==> config.mk <==
export PLATFORM = sky130hd
export DESIGN_NAME = erp_coef
export DESIGN_NICKNAME = d
export VERILOG_FILES = /design/src/design/erp_pkg.sv /design/src/design/erp_coef.sv
export SDC_FILE = /design/constraint.sdc
export NUM_CORES = 2
export LEC_CHECK = 0
export BUFFER_PORTS_ARGS = -buffer_cell sky130_fd_sc_hd__buf_2
export CORE_ASPECT_RATIO = 1.5
export CORE_UTILIZATION = 35
export CTS_BUF_LIST = sky130_fd_sc_hd__clkbuf_4
export DETAILED_ROUTE_END_ITERATION = 8
export PLACE_DENSITY = 0.5
export SLEW_MARGIN = 20
export SYNTH_ARGS = -nofsm -noshare
export SYNTH_HDL_FRONTEND = slang
export SYNTH_SLANG_ARGS = --single-unit
==> constraint.sdc <==
create_clock -name clk -period 10 [get_ports clk]
set_clock_uncertainty 0.1 [all_clocks]
set_input_delay 1.5 -clock clk [delete_from_list [all_inputs] [get_ports clk]]
set_output_delay 1.5 -clock clk [all_outputs]
set_load 0.02 [all_outputs]
==> src/design/erp_pkg.sv <==
// shared types, constants and tables for the euler point rotator
`default_nettype none
package erp_pkg;

  localparam int CORDIC_STEPS = 16;
  localparam int ATAN_ENTRIES = 24;
  localparam int CORDIC_ITERS = (CORDIC_STEPS < ATAN_ENTRIES) ? CORDIC_STEPS : ATAN_ENTRIES;
  localparam int ITER_W = $clog2(ATAN_ENTRIES);

  // register indexes of the configuration port
  localparam logic [1:0] REG_ANGLE_X = 2'd0;
  localparam logic [1:0] REG_ANGLE_Y = 2'd1;
  localparam logic [1:0] REG_ANGLE_Z = 2'd2;

  localparam int ANGLE_W = 16;
  localparam int COORD_W = 32;
  localparam int COEF_W = 18;
  localparam int POINT_W = 3 * COORD_W;

  typedef logic signed [COEF_W-1:0] coef_t;
  typedef logic signed [COORD_W-1:0] coord_t;
  typedef logic signed [ANGLE_W-1:0] angle_t;

  // cordic angle in q.30, with headroom for the unreduced value
  typedef logic signed [34:0] zang_t;
  typedef logic signed [33:0] cvec_t;

  localparam zang_t PI_Q30 = 35'sd3373259426;
  localparam zang_t HALF_PI_Q30 = 35'sd1686629713;
  localparam zang_t TWO_PI_Q30 = 35'sd6746518852;
  localparam cvec_t GAIN_Q30 = 34'sd652032874;

  // control from the coefficient builder to the input side
  typedef struct packed {
    logic busy;
  } build_stat_t;

  // arctangent table in q.30
  function automatic zang_t atan_q30(input logic [ITER_W-1:0] i);
    unique case (i)
      5'd0: atan_q30 = 35'sh03243F6A8;
      5'd1: atan_q30 = 35'sh01DAC6705;
      5'd2: atan_q30 = 35'sh00FADBAFC;
      5'd3: atan_q30 = 35'sh007F56EA6;
      5'd4: atan_q30 = 35'sh003FEAB76;
      5'd5: atan_q30 = 35'sh001FFD55B;
      5'd6: atan_q30 = 35'sh000FFFAAA;
      5'd7: atan_q30 = 35'sh0007FFF55;
      5'd8: atan_q30 = 35'sh0003FFFEA;
      5'd9: atan_q30 = 35'sh0001FFFFD;
      5'd10: atan_q30 = 35'sh0000FFFFF;
      5'd11: atan_q30 = 35'sh00007FFFF;
      5'd12: atan_q30 = 35'sh00003FFFF;
      5'd13: atan_q30 = 35'sh00001FFFF;
      5'd14: atan_q30 = 35'sh00000FFFF;
      5'd15: atan_q30 = 35'sh000007FFF;
      5'd16: atan_q30 = 35'sh000003FFF;
      5'd17: atan_q30 = 35'sh000001FFF;
      5'd18: atan_q30 = 35'sh000000FFF;
      5'd19: atan_q30 = 35'sh0000007FF;
      5'd20: atan_q30 = 35'sh0000003FF;
      5'd21: atan_q30 = 35'sh0000001FF;
      5'd22: atan_q30 = 35'sh0000000FF;
      5'd23: atan_q30 = 35'sh00000007F;
      default: atan_q30 = '0;
    endcase
  endfunction

endpackage
`default_nettype wire

==> src/design/erp_coef.sv <==
// angle registers, cordic sine/cosine and sequential matrix coefficient builder
`default_nettype none
module erp_coef (
  input  wire logic                    clk,
  input  wire logic                    rst,
  input  wire logic                    wr_en,
  input  wire logic [1:0]              wr_index,
  input  wire logic [15:0]             wr_data,
  output erp_pkg::build_stat_t         stat,
  output erp_pkg::coef_t               coef [9]
);

  typedef enum logic [2:0] {IDLE, LOAD, FOLD, ITER, FIN, MUL, WB, SAT} state_t;
  typedef enum logic [3:0] {O_SX, O_CX, O_SY, O_CY, O_SZ, O_CZ, O_TA, O_TG, O_TJ} opnd_t;
  typedef enum logic [2:0] {OP_SET, OP_NSET, OP_ADD, OP_SUB, OP_TMP} mop_t;
  typedef struct packed {
    opnd_t      a;
    opnd_t      b;
    logic [3:0] dst;
    mop_t       op;
  } ustep_t;

  localparam logic [3:0] LAST_STEP = 4'd14;

  // product sequence for the nine coefficients
  function automatic ustep_t ucode(input logic [3:0] s);
    unique case (s)
      4'd0: ucode = '{O_CY, O_CZ, 4'd0, OP_SET};
      4'd1: ucode = '{O_SZ, O_CY, 4'd1, OP_NSET};
      4'd2: ucode = '{O_SX, O_SY, 4'd0, OP_TMP};
      4'd3: ucode = '{O_TA, O_CZ, 4'd3, OP_SET};
      4'd4: ucode = '{O_SZ, O_CX, 4'd3, OP_ADD};
      4'd5: ucode = '{O_TA, O_SZ, 4'd4, OP_NSET};
      4'd6: ucode = '{O_CX, O_CZ, 4'd4, OP_ADD};
      4'd7: ucode = '{O_SX, O_CY, 4'd5, OP_NSET};
      4'd8: ucode = '{O_SX, O_SZ, 4'd6, OP_SET};
      4'd9: ucode = '{O_SY, O_CX, 4'd1, OP_TMP};
      4'd10: ucode = '{O_TG, O_CZ, 4'd6, OP_SUB};
      4'd11: ucode = '{O_SX, O_CZ, 4'd7, OP_SET};
      4'd12: ucode = '{O_SY, O_SZ, 4'd2, OP_TMP};
      4'd13: ucode = '{O_TJ, O_CX, 4'd7, OP_ADD};
      4'd14: ucode = '{O_CX, O_CY, 4'd8, OP_SET};
      default: ucode = '{O_SX, O_SX, 4'd0, OP_TMP};
    endcase
  endfunction

  state_t state;
  erp_pkg::angle_t ang [3];
  logic [1:0] k;
  logic [erp_pkg::ITER_W-1:0] it;
  logic [3:0] step;
  erp_pkg::zang_t z;
  erp_pkg::cvec_t x, y;
  logic neg;
  erp_pkg::coef_t sx, cx, sy, cy, sz, cz, ta, tg, tj;
  logic signed [35:0] prod;
  logic signed [19:0] macc [9];

  erp_pkg::angle_t ang_sel;
  erp_pkg::zang_t z_wide, z_red;
  erp_pkg::cvec_t xs, ys, xf, yf;
  logic signed [19:0] cos_r, sin_r, mq;
  ustep_t us;
  erp_pkg::coef_t opa, opb;

  function automatic erp_pkg::coef_t pick(input opnd_t o, input erp_pkg::coef_t s_x,
      input erp_pkg::coef_t c_x, input erp_pkg::coef_t s_y, input erp_pkg::coef_t c_y,
      input erp_pkg::coef_t s_z, input erp_pkg::coef_t c_z, input erp_pkg::coef_t t_a,
      input erp_pkg::coef_t t_g, input erp_pkg::coef_t t_j);
    unique case (o)
      O_SX: pick = s_x;
      O_CX: pick = c_x;
      O_SY: pick = s_y;
      O_CY: pick = c_y;
      O_SZ: pick = s_z;
      O_CZ: pick = c_z;
      O_TA: pick = t_a;
      O_TG: pick = t_g;
      O_TJ: pick = t_j;
      default: pick = '0;
    endcase
  endfunction

  function automatic erp_pkg::coef_t sat_coef(input logic signed [19:0] v);
    if (v > 20'sd131071) sat_coef = 18'sd131071;
    else if (v < -20'sd131072) sat_coef = -18'sd131072;
    else sat_coef = v[17:0];
  endfunction

  // angle select, widening and one-step wrap into [-pi, pi]
  always_comb begin
    unique case (k)
      2'd0: ang_sel = ang[0];
      2'd1: ang_sel = ang[1];
      default: ang_sel = ang[2];
    endcase
    z_wide = {ang_sel[15], ang_sel, 18'b0};
    if (z_wide > erp_pkg::PI_Q30) z_red = z_wide - erp_pkg::TWO_PI_Q30;
    else if (z_wide < -erp_pkg::PI_Q30) z_red = z_wide + erp_pkg::TWO_PI_Q30;
    else z_red = z_wide;
  end

  // cordic shifts and final rounding to q1.16
  always_comb begin
    xs = x >>> it;
    ys = y >>> it;
    xf = neg ? -x : x;
    yf = neg ? -y : y;
    cos_r = 20'((xf + 34'sd8192) >>> 14);
    sin_r = 20'((yf + 34'sd8192) >>> 14);
  end

  // multiplier operands and rounded product
  always_comb begin
    us = ucode(step);
    opa = pick(us.a, sx, cx, sy, cy, sz, cz, ta, tg, tj);
    opb = pick(us.b, sx, cx, sy, cy, sz, cz, ta, tg, tj);
    mq = 20'((prod + 36'sd32768) >>> 16);
  end

  assign stat.busy = (state != IDLE);

  // sequencer
  always_ff @(posedge clk) begin
    if (rst) begin
      state <= IDLE;
      for (int i = 0; i < 3; i++) ang[i] <= '0;
      for (int i = 0; i < 9; i++) coef[i] <= (i % 4 == 0) ? 18'sd65536 : 18'sd0;
      k <= '0;
    end else if (wr_en && (wr_index == erp_pkg::REG_ANGLE_X ||
                           wr_index == erp_pkg::REG_ANGLE_Y ||
                           wr_index == erp_pkg::REG_ANGLE_Z)) begin
      ang[wr_index] <= wr_data;
      k <= '0;
      state <= LOAD;
    end else begin
      unique case (state)
        IDLE: ;
        LOAD: begin
          z <= z_red;
          state <= FOLD;
        end
        FOLD: begin
          if (z > erp_pkg::HALF_PI_Q30) begin
            z <= z - erp_pkg::PI_Q30;
            neg <= 1'b1;
          end else if (z < -erp_pkg::HALF_PI_Q30) begin
            z <= z + erp_pkg::PI_Q30;
            neg <= 1'b1;
          end else begin
            neg <= 1'b0;
          end
          x <= erp_pkg::GAIN_Q30;
          y <= '0;
          it <= '0;
          state <= ITER;
        end
        ITER: begin
          if (z >= 0) begin
            x <= x - ys;
            y <= y + xs;
            z <= z - erp_pkg::atan_q30(it);
          end else begin
            x <= x + ys;
            y <= y - xs;
            z <= z + erp_pkg::atan_q30(it);
          end
          it <= it + 1'b1;
          if (it == erp_pkg::ITER_W'(erp_pkg::CORDIC_ITERS - 1)) state <= FIN;
        end
        FIN: begin
          unique case (k)
            2'd0: begin sx <= sin_r[17:0]; cx <= cos_r[17:0]; end
            2'd1: begin sy <= sin_r[17:0]; cy <= cos_r[17:0]; end
            default: begin sz <= sin_r[17:0]; cz <= cos_r[17:0]; end
          endcase
          if (k == 2'd2) begin
            step <= '0;
            state <= MUL;
          end else begin
            k <= k + 1'b1;
            state <= LOAD;
          end
        end
        MUL: begin
          prod <= opa * opb;
          state <= WB;
        end
        WB: begin
          unique case (us.op)
            OP_SET: macc[us.dst] <= mq;
            OP_NSET: macc[us.dst] <= -mq;
            OP_ADD: macc[us.dst] <= macc[us.dst] + mq;
            OP_SUB: macc[us.dst] <= macc[us.dst] - mq;
            default: begin
              if (us.dst == 4'd0) ta <= mq[17:0];
              else if (us.dst == 4'd1) tg <= mq[17:0];
              else tj <= mq[17:0];
            end
          endcase
          if (step == LAST_STEP) begin
            state <= SAT;
          end else begin
            step <= step + 1'b1;
            state <= MUL;
          end
        end
        SAT: begin
          // the top right coefficient is sin(y) itself
          for (int i = 0; i < 9; i++) coef[i] <= (i == 2) ? sy : sat_coef(macc[i]);
          state <= IDLE;
        end
        default: state <= IDLE;
      endcase
    end
  end

  // the angle counter only walks the three axes
  a_k_range: assert property (@(posedge clk) disable iff (rst) k != 2'd3)
    else $error("axis counter out of range");
  // products only start after all three axes are done
  a_mul_after_fin: assert property (@(posedge clk) disable iff (rst)
      (state == MUL && $past(state) == FIN) |-> $past(k) == 2'd2)
    else $error("coefficient products started early");
  // a write of a known register restarts the build
  a_restart: assert property (@(posedge clk) disable iff (rst)
      (wr_en && (wr_index == erp_pkg::REG_ANGLE_X || wr_index == erp_pkg::REG_ANGLE_Y ||
                 wr_index == erp_pkg::REG_ANGLE_Z)) |=> state == LOAD && k == 2'd0)
    else $error("angle write did not restart build");

endmodule
`default_nettype wire

* Word level (Yosys, flattened, before mapping)
Memories as Yosys holds them, arrays and structs flattened. A register that Yosys moved wholly into a read port is not among the register bits. Index checks and enable logic that the tools add are counted.
Storage, ports and cells: register bits after elaboration 478, memory bits (writable) 228, ROM bits 2144, output and inout port bits 163, word-level logic and storage cells 243, memories 5
Cells by class: add/subtract/negate cells 21, multiply operators 1, order comparisons 21, eq/ne operators 38, shift operators 2, multiplexer cells 83, bitwise operators 10, reductions and logical operators 34
Memories:
- (name not given) | depth 32, bits a word 30, rd ports 1, clocked after memory_dff 1, wr ports 0, line erp_pkg.sv:40 | unique case (i)
- (name not given) | depth 32, bits a word 30, rd ports 1, clocked after memory_dff 1, wr ports 0, line erp_pkg.sv:40
- (name not given) | depth 16, bits a word 14, rd ports 1, clocked after memory_dff 1, wr ports 0, line erp_coef.sv:27 | unique case (s)
- macc | depth 9, bits a word 20, rd ports 9, clocked after memory_dff 0, wr ports 1, line erp_coef.sv:57 | logic signed [19:0] macc [9];
- ang | depth 3, bits a word 16, rd ports 3, clocked after memory_dff 0, wr ports 3, line erp_coef.sv:48 | erp_pkg::angle_t ang [3];
Operators by type and width (number):
- 35-bit 2-to-1 mux | 13
- 18-bit one-hot mux with 9 select lines | 2
- 18-bit 2-to-1 mux | 16
- 20-bit by 18-bit > comparator with 1-bit output (second input constant) | 8
- 20-bit by 18-bit less-than comparator with 1-bit output (second input constant) | 8
- 34-bit one-hot mux with 2 select lines | 2
- 35-bit one-hot mux with 3 select lines | 1
- 34-bit adder | 2
- 34-bit 2-to-1 mux | 2
- 34-bit by 5-bit >>> shifter with 34-bit output | 2
- 34-bit subtractor | 2
- 32-bit by 15-bit adder with 32-bit output (second input constant) | 2
- 32-bit 2-to-1 mux | 2
- 32-bit negator | 2
- 20-bit 2-to-1 mux | 3
- 36-bit by 17-bit adder with 36-bit output (second input constant) | 1
- 18-bit by 18-bit multiplier with 36-bit output | 1
- 34-bit by 34-bit adder with 35-bit output (second input constant) | 1
- 35-bit by 33-bit adder with 35-bit output (second input constant) | 1
- 35-bit adder | 1
- 35-bit by 1-bit greater-or-equal comparator with 1-bit output (second input constant) | 1
- 35-bit by 32-bit > comparator with 1-bit output (second input constant) | 1
- 35-bit by 32-bit less-than comparator with 1-bit output (second input constant) | 1
- 34-bit by 34-bit subtractor with 35-bit output (second input constant) | 1
- other kinds (51) | 134

* Depth between registers and ports, before layout
depth in word-level cells 10, gate-level depth with buffers 34

* Least setup slack after synthesis
OpenSTA, ideal clock, no wires.
kind register to register, from register us[7] (netlist name), to register prod[30] (data pin), setup time 0.158 ns, data arrival time 8.473 ns, path slack 1.269 ns, stages on the path, launching flop included 32, clock period less this slack 8.731 ns, cells stage by stage dfxtp_1 clkbuf_1 buf_1 clkbuf_1 nor2_1 a222oi_1 nor2_1 a21oi_1 clkbuf_1 nor2_1 fa_1 inv_1 fa_1 fa_1 inv_1 fa_1 fa_1 inv_1 fa_1 inv_1 ha_1 a21o_1 a21o_1 a21o_1 a32oi_1 o21ai_1 a41oi_1 nor2_1 o221a_2 o41ai_2 or4b_1 o211ai_1
On the way: cells in the longest elaborated chain, start to end 3
Ends and longest elaborated chain:
- 4-bit equality test, or another cell as far along | line erp_coef.sv:70 | unique case (o)
- 18-bit one-hot mux with 9 select lines (*) | line erp_coef.sv:70
- 18-bit by 18-bit multiplier with 36-bit output (*) | line erp_coef.sv:186 | prod <= opa * opb;
- end signal, assigned | line erp_coef.sv:186
- end, declared | line erp_coef.sv:56 | logic signed [35:0] prod;
Every way passes the cells marked *; elsewhere a longest branch is shown, timed or not. A chain may end at the register's enable or synchronous reset.

* Worst setup path after layout
from register us[14] (netlist name), to register prod[30] (data pin)
On the way: cells in the longest elaborated chain, start to end 3
Ends and longest elaborated chain (line):
- 4-bit equality test, or another cell as far along | erp_coef.sv:70
- 18-bit one-hot mux with 9 select lines (*) | erp_coef.sv:70
- 18-bit by 18-bit multiplier with 36-bit output (*) | erp_coef.sv:186
Marks and branches as above.

==> results.toml <==
[floorplan]
core_um2 = 183000
pin_count = 184
start_util = 0.352
fp.dieW_um = 352
row_count = 192
die_y_um = 527
die-area_um2 = 185000

[grt]
grt_pass1_wl_mm = 314
grt_max_degree = 85
antenna_found_initial = 7
grt_pass1_vias = 50995
overflow = 0
grtUsageTotal = 0.219

[timing]
fmax_mhz = 109
finalMaxSlewViolations = 0
finalCritPeriodShare = 0.917
finalHoldViolCount = 0
grt_setup_unrepaired = "no"
tightest_slew_ps = 1180
tns_ps = 0
relSlewSlack = 0.209
setup_viol = 0
whs_ps = 352
finalCriticalPeriod_ps = 9170

[status]
status = "finished, final reports clean"

[route]
firstDrtPassIters = 6
routed-via-count = 49747
viasPerCell = 5.47
dr.first_iter.drc_count = 3698
wl_per_cell_um = 22.6
ant_nets = 0
drc_errors = 0
wirelength_mm = 206

[critical_path]
cp_slowest_cell = "nor2_1"
crit_type = "reg2reg"
end_kind = "flip-flop"
cp_common_cell = "fa_1"
max_stage_delay_ps = 720
crit_start = "us[14]"
reg2reg_from = "us[14]"
critPathMaxFanout = 15
cp-start-kind = "flip-flop"
ff2ff_setup_slack_ps = 830
rr_worst_depth = 30
critPathCapture = "prod[30]"
critPathRequiredTime_ps = 10750
cp_data_arrival_time_ps = 9930
regToRegEndpoint = "prod[30]"

[placed_design]
gp_congestion = 0.909
hpwl_mm = 155
place_area_um2 = 68300
portBuffers = 183

[layout]
drive_above_1_share = 0.152
final_common_cell = "edfxtp_1"
final_cell_mix = "edfxtp_1 (664), nor2_1 (581), nand2_1 (563), inv_1 (545), a21oi_1 (456)"
area_growth_pct = 10.4
layout.nets = 7148
fillCellCount = 18303
design_area_um2 = 71000

[yosys]
synthFlopType = "edfxtp_1"
synth.distinct_cells = 108
synth_area_um2 = 64300
synth_largest_area_cell = "edfxtp_1"
syn_nets = 6920
synth_area_leaders = "edfxtp_1 (31%), fa_1 (10%), mux4_2 (7.2%)"
synth_edf_count = 664
seq_area_frac_synth = 0.376
ys_ff_latch = 875
yosysWarnings = 0
ys_async_sr_fraction = 0
syn-instance-count = 6276
synth_top_area_share = 0.310
syn_avg_cell_area_um2 = 10.2

[job]
drv_cap = 0

[power]
peakVddDrop_mv = 0.100
swShare = 0.259
p_int_w = 0.00570
cellLeakagePower_nw = 27.8
p_clk_frac = 0.400
power_w = 0.00770
seqPwrFrac = 0.510
comb_power_share = 0.090
power.switching_w = 0.00200
power.density_nw_per_um2 = 108

[clock_tree]
cts_resized = 0
cts_setup_buffers = 0
cts-root-buf = "clkbuf_4"
cts.path.max_buffers = 4
cts_max_level = 4
cts.clk_slew.worst_paths_ps = 80
hold_buffers = 0
clock-sinks = 875
cts_tree = "done"
clock_latency_ps = 1180
numCtsBuffers = 210

[min_path]
min-delay-path-class = "reg2reg"
## area by class of cell
class | count | area, um^2 | area share
multi-input combinational | 4525 | 36900 | 0.519
sequential | 875 | 24200 | 0.340
tap | 2425 | 3030 | 0.0427
clock buffer | 282 | 2120 | 0.0298
clock inverter | 91 | 593 | 0.00835
timing repair buffer | 340 | 2140 | 0.0302
inverter | 552 | 2070 | 0.0292
antenna | 7 | 17.5 | 0.000247
## power groups by stage
stage	logic, W	registers (W)	clock network, W
6_report	0.000691	0.00393	0.00308
5_1_grt	0.000768	0.00393	0.00333
4_1_cts	0.000692	0.00393	0.00319
3_5_place_dp	0.000686	0.00401	0
3_3_place_gp	0.000680	0.00401	0
2_1_floorplan	0.000532	0.00399	0
## worst max-delay path: cells and delay by family (launching register included)
kind,cells,cell delay (ps)
buffers and inverters,6,830
adder cells (fa/ha/maj),7,3040
AO/OA/AOI/OAI,11,2580
flip-flops,1,490
AND/OR/NAND/NOR,6,1950
## routing by layer
| layer | part of all wire | track usage |
|---|---|---|
| met5 | 0 | 0 |
| met4 | 0.039 | 0.0862 |
| met3 | 0.046 | 0.0270 |
| met2 | 0.51 | 0.392 |
| met1 | 0.40 | 0.265 |
## cell usage after synthesis, types with 78 or more instances
cell / number
edfxtp_1: 664
nor2_1: 596
inv_1: 545
and2_1: 84
nand2_1: 564
clkbuf_1: 252
mux4_2: 207
a21o_1: 93
mux2i_1: 98
nand3_1: 78
o21ai_0: 270
xnor2_1: 219
a21oi_1: 463
xor2_1: 132
ha_1: 288
nor3_1: 168
dfxtp_1: 211
fa_1: 335
## per-stage QoR
step	util	instances	worst slack, ps
global placement	0.374	8716	1020
finish	0.389	9097	826
CTS	0.389	9089	907
global route	0.389	9095	403
floorplan	-	6276	1270
detailed placement	0.374	8716	967
## logic make-up after synthesis
group | count (synthesis) | synth area share
compound gates | 1357 | 0.133
flops | 875 | 0.376
buf+inv | 876 | 0.0535
mux | 343 | 0.0960
xor+xnor | 351 | 0.0478
simple gates | 1850 | 0.133
fa+ha+maj | 624 | 0.160
## how the worst min path moves through the flow
stage	cells after the start	start	slack [ps]	end
3_5_place_dp	2	coef[84]	340	coef[84]
4_1_cts	2	coef[84]	350	coef[84]
5_1_grt	2	coef[153]	370	coef[153]
6_report	2	coef[84]	350	coef[84]
2_1_floorplan	2	macc[0][16]	370	coef[160]
3_3_place_gp	2	coef[13]	340	coef[13]
## flip-flops by register name, summed over array words and instances (netlist names), 18 cells and up, named ones only
name / cells
ang: 48
tg: 18
macc: 320
sy: 18
cx: 18
cz: 18
ta: 18
z: 35
sx: 18
sz: 18
coef: 162
x: 34
prod: 21
cy: 18
y: 34
tj: 18
(Power assumes the default switching activity.)
