`src/design/erp_pkg.sv`:
```
// shared types, constants and tables for the euler point rotator
`default_nettype none
package erp_pkg;

  localparam int CORDIC_STEPS = 16;
  localparam int ATAN_ENTRIES = 24;
  localparam int CORDIC_ITERS = (CORDIC_STEPS < ATAN_ENTRIES) ? CORDIC_STEPS : ATAN_ENTRIES;
  localparam int ITER_W = $clog2(ATAN_ENTRIES);

  // register indexes of the configuration port
  localparam logic [1:0] REG_ANGLE_X = 2'd0;
  localparam logic [1:0] REG_ANGLE_Y = 2'd1;
  localparam logic [1:0] REG_ANGLE_Z = 2'd2;

  localparam int ANGLE_W = 16;
  localparam int COORD_W = 32;
  localparam int COEF_W = 18;
  localparam int POINT_W = 3 * COORD_W;

  typedef logic signed [COEF_W-1:0] coef_t;
  typedef logic signed [COORD_W-1:0] coord_t;
  typedef logic signed [ANGLE_W-1:0] angle_t;

  // cordic angle in q.30, with headroom for the unreduced value
  typedef logic signed [34:0] zang_t;
  typedef logic signed [33:0] cvec_t;

  localparam zang_t PI_Q30 = 35'sd3373259426;
  localparam zang_t HALF_PI_Q30 = 35'sd1686629713;
  localparam zang_t TWO_PI_Q30 = 35'sd6746518852;
  localparam cvec_t GAIN_Q30 = 34'sd652032874;

  // control from the coefficient builder to the input side
  typedef struct packed {
    logic busy;
  } build_stat_t;

  // arctangent table in q.30
  function automatic zang_t atan_q30(input logic [ITER_W-1:0] i);
    unique case (i)
      5'd0: atan_q30 = 35'sh03243F6A8;
      5'd1: atan_q30 = 35'sh01DAC6705;
      5'd2: atan_q30 = 35'sh00FADBAFC;
      5'd3: atan_q30 = 35'sh007F56EA6;
      5'd4: atan_q30 = 35'sh003FEAB76;
      5'd5: atan_q30 = 35'sh001FFD55B;
      5'd6: atan_q30 = 35'sh000FFFAAA;
      5'd7: atan_q30 = 35'sh0007FFF55;
      5'd8: atan_q30 = 35'sh0003FFFEA;
      5'd9: atan_q30 = 35'sh0001FFFFD;
      5'd10: atan_q30 = 35'sh0000FFFFF;
      5'd11: atan_q30 = 35'sh00007FFFF;
      5'd12: atan_q30 = 35'sh00003FFFF;
      5'd13: atan_q30 = 35'sh00001FFFF;
      5'd14: atan_q30 = 35'sh00000FFFF;
      5'd15: atan_q30 = 35'sh000007FFF;
      5'd16: atan_q30 = 35'sh000003FFF;
      5'd17: atan_q30 = 35'sh000001FFF;
      5'd18: atan_q30 = 35'sh000000FFF;
      5'd19: atan_q30 = 35'sh0000007FF;
      5'd20: atan_q30 = 35'sh0000003FF;
      5'd21: atan_q30 = 35'sh0000001FF;
      5'd22: atan_q30 = 35'sh0000000FF;
      5'd23: atan_q30 = 35'sh00000007F;
      default: atan_q30 = '0;
    endcase
  endfunction

endpackage
`default_nettype wire

```
`src/design/erp_front.sv`:
```
// input side: point acceptance and two-entry queue toward the matrix pipeline
`default_nettype none
module erp_front (
  input  wire logic                        clk,
  input  wire logic                        rst,
  input  wire erp_pkg::build_stat_t        stat,
  input  wire logic                        in_valid,
  output logic                             in_ready,
  input  wire logic [erp_pkg::POINT_W-1:0] in_data,
  output logic                             q_valid,
  input  wire logic                        q_ready,
  output logic [erp_pkg::POINT_W-1:0]      q_data
);

  logic [erp_pkg::POINT_W-1:0] mem [2];
  logic wp, rp;
  logic [1:0] count;
  logic push, pop;

  // points wait while the coefficients are rebuilt
  assign in_ready = (count != 2'd2) && !stat.busy;
  assign push = in_valid && in_ready;
  assign q_valid = (count != 2'd0);
  assign pop = q_valid && q_ready;
  assign q_data = mem[rp];

  // queue storage
  always_ff @(posedge clk) begin
    if (push) mem[wp] <= in_data;
  end

  // queue pointers
  always_ff @(posedge clk) begin
    if (rst) begin
      wp <= 1'b0;
      rp <= 1'b0;
      count <= '0;
    end else begin
      if (push) wp <= ~wp;
      if (pop) rp <= ~rp;
      count <= count + {1'b0, push} - {1'b0, pop};
    end
  end

  a_count: assert property (@(posedge clk) disable iff (rst) count != 2'd3)
    else $error("queue overflow");
  a_busy_block: assert property (@(posedge clk) disable iff (rst) stat.busy |-> !push)
    else $error("point accepted during coefficient build");
  a_fill: assert property (@(posedge clk) disable iff (rst)
      (push && !pop) |=> count == $past(count) + 2'd1)
    else $error("queue count mismatch");

endmodule
`default_nettype wire

```
`config.mk`:
```
export PLATFORM = sky130hd
export DESIGN_NAME = erp_front
export DESIGN_NICKNAME = d
export VERILOG_FILES = /design/src/design/erp_pkg.sv /design/src/design/erp_front.sv
export SDC_FILE = /design/constraint.sdc
export NUM_CORES = 1
export LEC_CHECK = 0
export ABC_CLOCK_PERIOD_IN_PS = 3600
export BUFFER_PORTS_ARGS = -buffer_cell sky130_fd_sc_hd__buf_2
export CAP_MARGIN = 20
export CORE_MARGIN = 2
export CORE_UTILIZATION = 30
export CTS_CLUSTER_SIZE = 16
export DETAILED_ROUTE_END_ITERATION = 8
export PLACE_DENSITY = 0.53
export SYNTH_ARGS = -nofsm -noshare
export SYNTH_HDL_FRONTEND = slang
export SYNTH_SLANG_ARGS = --single-unit
export TNS_END_PERCENT = 1
```
`constraint.sdc`:
```
create_clock -name clk -period 3.6 [get_ports clk]
set_input_delay 0.72 -clock clk [delete_from_list [all_inputs] [get_ports clk]]
set_output_delay 0.72 -clock clk [all_outputs]
set_load 0.05 [all_outputs]
```
Word-level counts from Yosys, hierarchy flattened. Memories as Yosys holds them, arrays and structs flattened. A register that Yosys moved wholly into a read port is not among the register bits. Cells that the tools add are included.

RAM bits: 192. Bits in registers: 4. Bits of input ports: 101. Memories: 1.

Memory list: mem (depth 2, bits a word 96, rd ports 1, clocked after Yosys merged registers in 1, wr ports 1, line erp_front.sv:15) `logic [erp_pkg::POINT_W-1:0] mem [2];`.

$add $sub $neg: 2. Reductions and logical operators: 5. Equal/unequal tests: 1. Bitwise operators: 2. Muxes and demuxes: 4.

Operator list (number): 1-bit 2-to-1 mux (4); 1-bit logical AND (3); 2-bit by 1-bit adder with 2-bit output (1); 2-bit inequality test (second input constant) (1); 1-bit NOT (2); 2-bit nonzero test (1); 2-bit by 1-bit subtractor with 2-bit output (1); 1-bit zero test (1).

Longest topological paths before layout. Gate-level depths: netlist of the first run.

Word-level depth: 5. Gate-level depth with buffers: 9.

Worst setup path after synthesis of the first run. OpenSTA, ideal clock, no wires.

Kind: input -> register. Start point: input stat. End point: memory mem[1][0] in the netlist's numbering (enable). Required time: 3.134 ns. Slack: -0.708 ns. Data arrival time: 3.842 ns. Stages: 2. Buffers on the path: 0. Path through: nor2_1 > and3_1.

Word-level cells in the longest chain between the ends: 5.

Ends and longest elaborated chain: start: declaration (line erp_front.sv:6) `input wire erp_pkg::build_stat_t stat,`; 1-bit zero test (line erp_front.sv:21) `assign in_ready = (count != 2'd2) && !stat.busy;`; 1-bit logical AND (line erp_front.sv:21); 1-bit logical AND (line erp_front.sv:22) `assign push = in_valid && in_ready;`; 1-bit 2-to-1 mux (line erp_front.sv:29) `if (push) mem[wp] <= in_data;`; 1-bit 2-to-1 mux (implied by the code) (line erp_front.sv:29); end: declaration (line erp_front.sv:15).

Every way passes these cells.

==> impl_metrics.yaml, run 1 <==
run_status:
  status: "finished, final reports clean"
power:
  p_switching_w: 0.00258
  intPower_w: 0.00449
  combPwrFrac: 0.341
  seqPwrFrac: 0.391
  design_power_total_w: 0.00707
  vdd_drop_max_mv: 0.365
  p_clk_frac: 0.267
  switching_share: 0.365
  power_density_mw_per_mm2: 760
  p_leak_nw: 3.46
finish:
  drive_above_1_share: 0.606
  areaGrowthSynthToFinish_pct: 26.4
  seqCellArea_mm2: 0.00587
  final_nets: 641
  n_fill_cell: 2250
  multi_input_area_mm2: 0.00136
timing:
  fin_crit_ns: 2.70
  finalHoldViolCount: 0
  skew_ns: 0.00682
  fin_crit_sh: 0.750
  slew_headroom: 0.551
  tightestPinTransition_ns: 0.674
  fmax_mhz: 370
  slew_viol_final: 0
  rsz0062_at_grt: "false"
  setup_viol: 0
  final.setup.tns_ns: 0
grt:
  use_met2: 0.184
  grt_pass1_vias: 4003
  grt_pass1_wl_um: 21700
  grt_remaining_overflow: 0
  grt_use_total: 0.111
  antenna_found_initial: 3
  grt_start_max_net_pins: 56
  use_met3: 0.0369
  busiest_layer: "met2"
  use_met1: 0.136
cts:
  cts_tree: "built"
  cts_setup_buffers: 0
  cts_root_buf: "clkbuf_16"
  cts_hold_buf: 0
  cts.sinks: 197
  numCtsBuffers: 17
  insertion_delay_ns: 0.42
  max-clock-path-buffers: 2
  cts_resized: 0
  cts_max_level: 4
  path_clk_slew_ns: 0.08
setup_path:
  crit_required_ns: 2.88
  critPathLaunchType: "register"
  r2r-start: "count[1]"
  cp_num_buf_inv: 2
  crit_type: "register to output port"
  cp_slowest_cell: "buf_4"
  r2r-end: "mem[0][92]"
  r2r_cells: 4
  cp-end-kind: "output port"
  crit_fanout: 41
  ff2ff_setup_slack_ns: 1.56
  critical-path-top-delay-family: "buffers and inverters"
  arrival_ns: 1.98
  cpPeakStageDelay_ns: 0.52
  path_cells: "buf_4 -> mux2_2 -> buf_2"
floorplanning:
  die_y_um: 161
  ios: 199
  initial_utilization: 0.305
  core_mm2: 0.0242
  fp.dieArea_mm2: 0.0258
  rows: 57
  die_w_um: 161
place:
  gp_routability_congestion: 0.710
  port_buffers: 198
  place_hpwl_um: 9300
detailed_routing:
  firstDrtPassIters: 4
  wirelength_um: 14200
  wl_per_cell_um: 16.2
  drt-vias-per-instance: 4.17
  drcViolationCount: 0
  via_count: 3657
  first_iter_violations: 192
  ant_nets: 0
run:
  cap_violations: 0
hold_path:
  hold_path_startpoint: "in_data[28]"
  hold_path_depth: 1
  worstHoldPathType: "input pin to register"
  holdPathEnd: "mem[0][28]"
synth:
  ys_types: 24
  synth_area_leaders: "edfxtp_1, mux2_2, mux2_4"
  syn_nets: 429
  syn_area_per_cell_um2: 22.6
  seq_area_frac_synth: 0.797
  synth_area_mm2: 0.00736
  synth_top_area_frac: 0.783
  yosys.area.top_type: "edfxtp_1"
  syn_inst: 326
  synth_warnings: 0
  synth_seq_cells: 197
==> worst max-delay path by stage <==
stage,start,end,cells past startpoint
after detailed placement,stat,mem[0][66],5
after global placement,stat,mem[0][94],5
after floorplan,stat,mem[0][0],3
final,register,q_data[33],3
after CTS,register,q_data[29],3
after global routing,register,q_data[29],3
==> Yosys cell counts <==
cell type	count
a21oi_1	1
edfxtp_1	192
ha_1	2
dfxtp_1	5
and2_1	1
inv_1	2
o21a_1	1
nor2b_1	2
nor3_1	1
buf_6	1
o21ai_0	1
buf_12	4
mux2_4	40
buf_2	5
nor2_1	4
nand2_1	1
nand2b_1	1
or3_1	1
and3_1	1
xor2_1	1
mux2_2	56
xnor2_1	1
buf_8	1
or2_2	1
==> power by group through the flow <==
stage / sequential (W) / clock [W] / combinational [W]
2_1_floorplan: 0.00281 / 0 / 0.00202
3_3_place_gp: 0.00281 / 0 / 0.00243
3_5_place_dp: 0.00282 / 0 / 0.00245
4_1_cts: 0.00277 / 0.00196 / 0.00245
5_1_grt: 0.00278 / 0.00206 / 0.00253
6_report: 0.00277 / 0.00189 / 0.00242
==> per-stage QoR <==
step                      area, um^2  hold slack, ns  setup slack [ns]  cells   util
after floorplan                 7360           0.451             0.103    326      -
after global placement          8720           0.477              1.14    843  0.361
after CTS                       9300           0.452             0.873    875  0.385
after detailed placement        8720           0.498              1.11    843  0.361
final                           9310           0.483             0.900    877  0.385
after global routing            9300           0.454             0.799    875  0.385
==> metal layers <==
| metal | up-vias | wire length (um) |
|---|---|---|
| met1 | 1813 | 6170 |
| li1 | 1710 | - |
| met2 | 118 | 6910 |
| met3 | 14 | 927 |
| met4 | 2 | 177 |
| met5 | - | 11 |
==> cell usage in the layout (no fill, tap or decap), types with 2 or more instances in the layout <==
cell / Yosys / routed
buf_12: 4 / 3
buf_2: 5 / 198
buf_4: 0 / 3
bufinv_16: 0 / 2
clkbuf_1: 0 / 2
clkbuf_16: 0 / 17
clkinv_2: 0 / 2
clkinvlp_4: 0 / 4
dfxtp_1: 5 / 4
diode_2: 0 / 2
edfxtp_1: 192 / 192
ha_1: 2 / 2
inv_6: 0 / 2
inv_8: 0 / 2
mux2_2: 56 / 56
mux2_4: 40 / 40
nor2_1: 4 / 4
nor2b_1: 2 / 2
==> worst reg2reg max path, stage by stage, from the launching register on <==
cell	delay (ns)
dfxtp_1	0.34
nor2b_1	0.17
or3_1	0.41
inv_4	0.41
buf_4	0.39
==> sequential cells by signal (all words and copies together) (netlist names), named ones only <==
register / flops
mem: 192
wp: 1
count: 2
rp: 1
==> cells by family after synthesis <==
logic type	count (synthesis)	synth area share
AND/OR/NAND/NOR	13	0.00918
AO/OA/AOI/OAI	3	0.00238
XOR/XNOR	2	0.00238
adder cells (fa/ha/maj)	2	0.00340
multiplexers	96	0.167
flip-flops	197	0.797
buffers and inverters	13	0.0189
==> area by class of cell <==
cell class	count	area share
inverters	2	0.00108
repair buffers	204	0.115
flip-flops and latches	197	0.631
multi-input cells	116	0.147
well taps	324	0.0435
clock inverters	13	0.0160
clock buffers	19	0.0465
diodes	2	0.000538
No activity file was read; power rests on OpenSTA's default activity.
==> run 2: changes to the inputs <==
- ABC_CLOCK_PERIOD_IN_PS: 3600 -> 2400
- clock period: 3.6 -> 2.4 ns (I/O delays scaled with it)
==> impl_metrics.yaml, run 2 (same netlist as run 1, synthesis figures left out) <==
timing:
  fin_crit_ns: 2.30
  setup_viol: 0
  skew_ns: 0.0129
  finalHoldViolCount: 0
  final.setup.tns_ns: 0
  tightestPinTransition_ns: 0.576
  fin_crit_sh: 0.957
  fmax_mhz: 435
  rsz0062_at_grt: "false"
  slew_viol_final: 0
  slew_headroom: 0.616
finish:
  largest_register_ffs: 192
  final_common_cell: "buf_2"
  top_regs: "mem: 192 flops, count: 2 flops"
  drive_above_1_share: 0.605
  largest_register: "mem"
  mostFrequentLayoutCells: "buf_2, edfxtp_1, mux2_2"
  final_nets: 640
  areaGrowthSynthToFinish_pct: 26.6
setup_path:
  r2r-end: "mem[0][82]"
  cp_slowest_cell: "dfxtp_4"
  cp-end-kind: "output port"
  r2r_cells: 4
  cp_num_buf_inv: 2
  critical-path-top-delay-family: "buffers and inverters"
  crit_type: "register to output port"
  crit_fanout: 42
  arrival_ns: 1.82
  critPathLaunchType: "register"
  ff2ff_setup_slack_ns: 0.51
  r2r-start: "count[1]"
  crit_required_ns: 1.92
  cpPeakStageDelay_ns: 0.45
  path_cells: "buf_12 -> mux2_2 -> buf_2"
grt:
  grt_pass1_vias: 3858
  grt_use_total: 0.106
  grt_start_max_net_pins: 97
  use_met2: 0.167
  busiest_layer: "met2"
  grt_remaining_overflow: 0
  use_met1: 0.139
  use_met3: 0.0328
  grt_pass1_wl_um: 20800
  antenna_found_initial: 0
cts:
  path_clk_slew_ns: 0.07
  cts_resized: 0
  cts_hold_buf: 0
  cts_root_buf: "clkbuf_16"
  cts_tree: "built"
  numCtsBuffers: 17
  cts.sinks: 197
  max-clock-path-buffers: 2
  cts_setup_buffers: 0
  insertion_delay_ns: 0.42
  cts_max_level: 4
place:
  gp_routability_congestion: 0.699
  place_hpwl_um: 8930
  port_buffers: 198
floorplanning:
  die_y_um: 161
  die_w_um: 161
  core_mm2: 0.0242
  fp.dieArea_mm2: 0.0258
  initial_utilization: 0.305
  ios: 199
  rows: 57
power:
  p_leak_nw: 3.45
  vdd_drop_max_mv: 0.528
  power_density_mw_per_mm2: 1140
  design_power_total_w: 0.0106
hold_path:
  hold_path_depth: 1
  hold_path_startpoint: "in_data[14]"
  holdPathEnd: "mem[0][14]"
  worstHoldPathType: "input pin to register"
detailed_routing:
  drt-vias-per-instance: 4.17
  drcViolationCount: 0
  wl_per_cell_um: 15.7
  wirelength_um: 13700
  firstDrtPassIters: 4
  via_count: 3651
  ant_nets: 0
  first_iter_violations: 194
run:
  cap_violations: 0
run_status:
  status: "finished, final reports clean"
==> run 2: how the worst max path moves through the flow <==
stage | end | depth (start not counted) | slack, ns | from
floorplan | mem[0][0] | 3 | -0.13 | count[1]
global placement | mem[0][95] | 5 | 0.37 | stat
detailed placement | mem[0][1] | 5 | 0.34 | stat
CTS | q_data[1] | 3 | 0.07 | register
global route | q_data[95] | 3 | 0.02 | register
finish | q_data[1] | 3 | 0.10 | register
==> run 2: per-layer routing <==
layer | share of wire | wire, um
met3 | 0.071 | 973
met5 | 0 | 0
met4 | 0.013 | 184
met1 | 0.44 | 6080
met2 | 0.47 | 6460
==> run 2: per-stage QoR <==
step            util  std cells  area [um^2]  setup slack [ns]  hold slack (ns)
2_1_floorplan      -        326         7370            -0.133            0.457
3_3_place_gp   0.362        842         8740             0.367            0.482
3_5_place_dp   0.362        842         8740             0.336            0.486
4_1_cts        0.386        874         9320            0.0670            0.210
5_1_grt        0.386        874         9320            0.0222            0.212
6_report       0.386        875         9320             0.102            0.234
==> run 2: worst reg2reg max path, stage by stage (launching register included) <==
cell and delay, ns:
dfxtp_1 0.34, nor2b_1 0.18, or3_1 0.41, clkinvlp_4 0.28, buf_12 0.29
==> run 2: area by class of cell <==
type,count,area [um^2]
antenna,1,2.50
clock buffer,19,433
clock inverter,13,145
tap,324,405
sequential,197,5870
inverter,2,11.3
timing repair buffer,203,1090
multi-input combinational,116,1370
fill,2253,14900
==> run 2: power by group <==
group	internal (W)	total, W	switching [W]
clock network	0.00155	0.00282	0.00127
registers	0.00408	0.00418	0.0000950
logic	0.00112	0.00362	0.00250
==> run 3: changes to the inputs <==
- CORE_ASPECT_RATIO: default -> 0.6
==> impl_metrics.yaml, run 3 (same netlist as run 1, synthesis figures left out) <==
setup_path:
  cp_slowest_cell: "dfxtp_4"
  cp_num_cells: 4
  crit_fanout: 21
  critPathLaunchType: "register"
  arrival_ns: 1.72
  r2r-end: "mem[0][15]"
  r2r-start: "count[1]"
  crit_top_cell: "buf_12"
  crit_required_ns: 1.92
  critical-path-top-delay-family: "buffers and inverters"
  path_cells: "buf_12 -> buf_12 -> mux2_2 -> buf_2"
  cpPeakStageDelay_ns: 0.39
  crit_end: "q_data[15]"
  crit_type: "register to output port"
  r2r_cells: 5
  cp-end-kind: "output port"
  cp_num_buf_inv: 3
  ff2ff_setup_slack_ns: 0.63
detailed_routing:
  drcViolationCount: 0
  first_iter_violations: 140
  ant_nets: 0
  wl_per_cell_um: 15.9
  drt-vias-per-instance: 4.14
  firstDrtPassIters: 4
  via_count: 3671
  wirelength_um: 14100
timing:
  final.setup.tns_ns: 0
  fin_crit_ns: 2.20
  skew_ns: 0.00820
  finalHoldViolCount: 0
  fmax_mhz: 455
  fin_crit_sh: 0.917
  hold_ws_ns: 0.239
  setup_viol: 0
  rsz0062_at_grt: "false"
  slew_viol_final: 0
  slew_headroom: 0.767
  tightestPinTransition_ns: 0.349
floorplanning:
  die_w_um: 206
  rows: 44
  fp.dieArea_mm2: 0.0259
  initial_utilization: 0.305
  die_y_um: 125
  core_mm2: 0.0242
  ios: 199
finish:
  stdcell_area_mm2: 0.00944
  largest_register: "mem"
  fin_cells: 887
  n_fill_cell: 2268
  final_nets: 654
  mostFrequentLayoutCells: "buf_2, edfxtp_1, mux2_2"
  drive_above_1_share: 0.615
  largest_register_ffs: 192
  top_regs: "mem: 192 flops, count: 2 flops"
  areaGrowthSynthToFinish_pct: 28.2
  final_common_cell: "buf_2"
run_status:
  status: "finished, final reports clean"
place:
  placed_area_mm2: 0.00883
  port_buffers: 198
  place_inst: 849
  gp_routability_congestion: 0.767
  place_hpwl_um: 9760
hold_path:
  hold_path_depth: 1
  worstHoldPathType: "input pin to register"
grt:
  grt_use_total: 0.111
  grt_pass1_vias: 3858
  grt_remaining_overflow: 0
  grt_pass1_wl_um: 21300
  antenna_found_initial: 1
  grt_start_max_net_pins: 58
cts:
  insertion_delay_ns: 0.42
  cts_tree: "built"
  numCtsBuffers: 17
  cts.sinks: 197
  cts_root_buf: "clkbuf_16"
  path_clk_slew_ns: 0.07
  max-clock-path-buffers: 2
  cts_max_level: 4
  cts_resized: 0
run:
  cap_violations: 0
power:
  p_leak_nw: 3.54
  power_density_mw_per_mm2: 1130
  vdd_drop_max_mv: 0.552
## run 3: cell types whose count changed in the layout (fill, tap and decap cells not counted)
cell	before	now
clkinv_1	1	2
inv_8	1	2
clkinv_2	1	4
clkinvlp_4	5	2
buf_4	0	11
bufinv_16	2	1
clkbuf_1	2	1
buf_12	5	8
## run 3: cell type report
class / instances / area [um^2] / share of cell area
sequential: 197 / 5870 / 0.622
multi-input combinational: 116 / 1370 / 0.145
timing repair buffer: 217 / 1230 / 0.131
clock buffer: 18 / 429 / 0.0455
tap: 322 / 403 / 0.0427
clock inverter: 14 / 123 / 0.0130
inverter: 2 / 11.3 / 0.00119
antenna: 1 / 2.50 / 0.000265
## run 3: worst min path at each step
stage                startpoint    endpoint
floorplan                    wp          wp
global placement             rp          rp
detailed placement           wp          wp
CTS                 in_data[40]  mem[0][40]
global route        in_data[58]  mem[0][58]
finish              in_data[40]  mem[0][40]
## run 3: timing repair
action | 4_1_cts | 5_1_grt
hold buffers | 0 | 0
setup endpoints to repair | 0 | 13
setup buffers | 0 | 5
## run 3: metal layers
metal | global-route usage | part of all wire
met1 | 0.146 | 0.47
met5 | 0 | 0
met3 | 0.0472 | 0.077
met2 | 0.167 | 0.44
met4 | 0.0328 | 0.0097
## run 3: per-stage QoR
step	utilization	setup WS, ns	power (W)
after floorplan	-	-0.133	0.00725
after global placement	0.366	0.409	0.00797
after detailed placement	0.366	0.424	0.00800
after CTS	0.388	0.0295	0.0107
after global routing	0.390	0.111	0.0111
final	0.391	0.200	0.0106
## run 3: report_power, final
part	leakage, nW	internal (W)	switching, W	total (W)
clock network	0.274	0.00144	0.00123	0.00268
logic	1.46	0.00123	0.00255	0.00378
registers	1.80	0.00408	0.0000800	0.00416
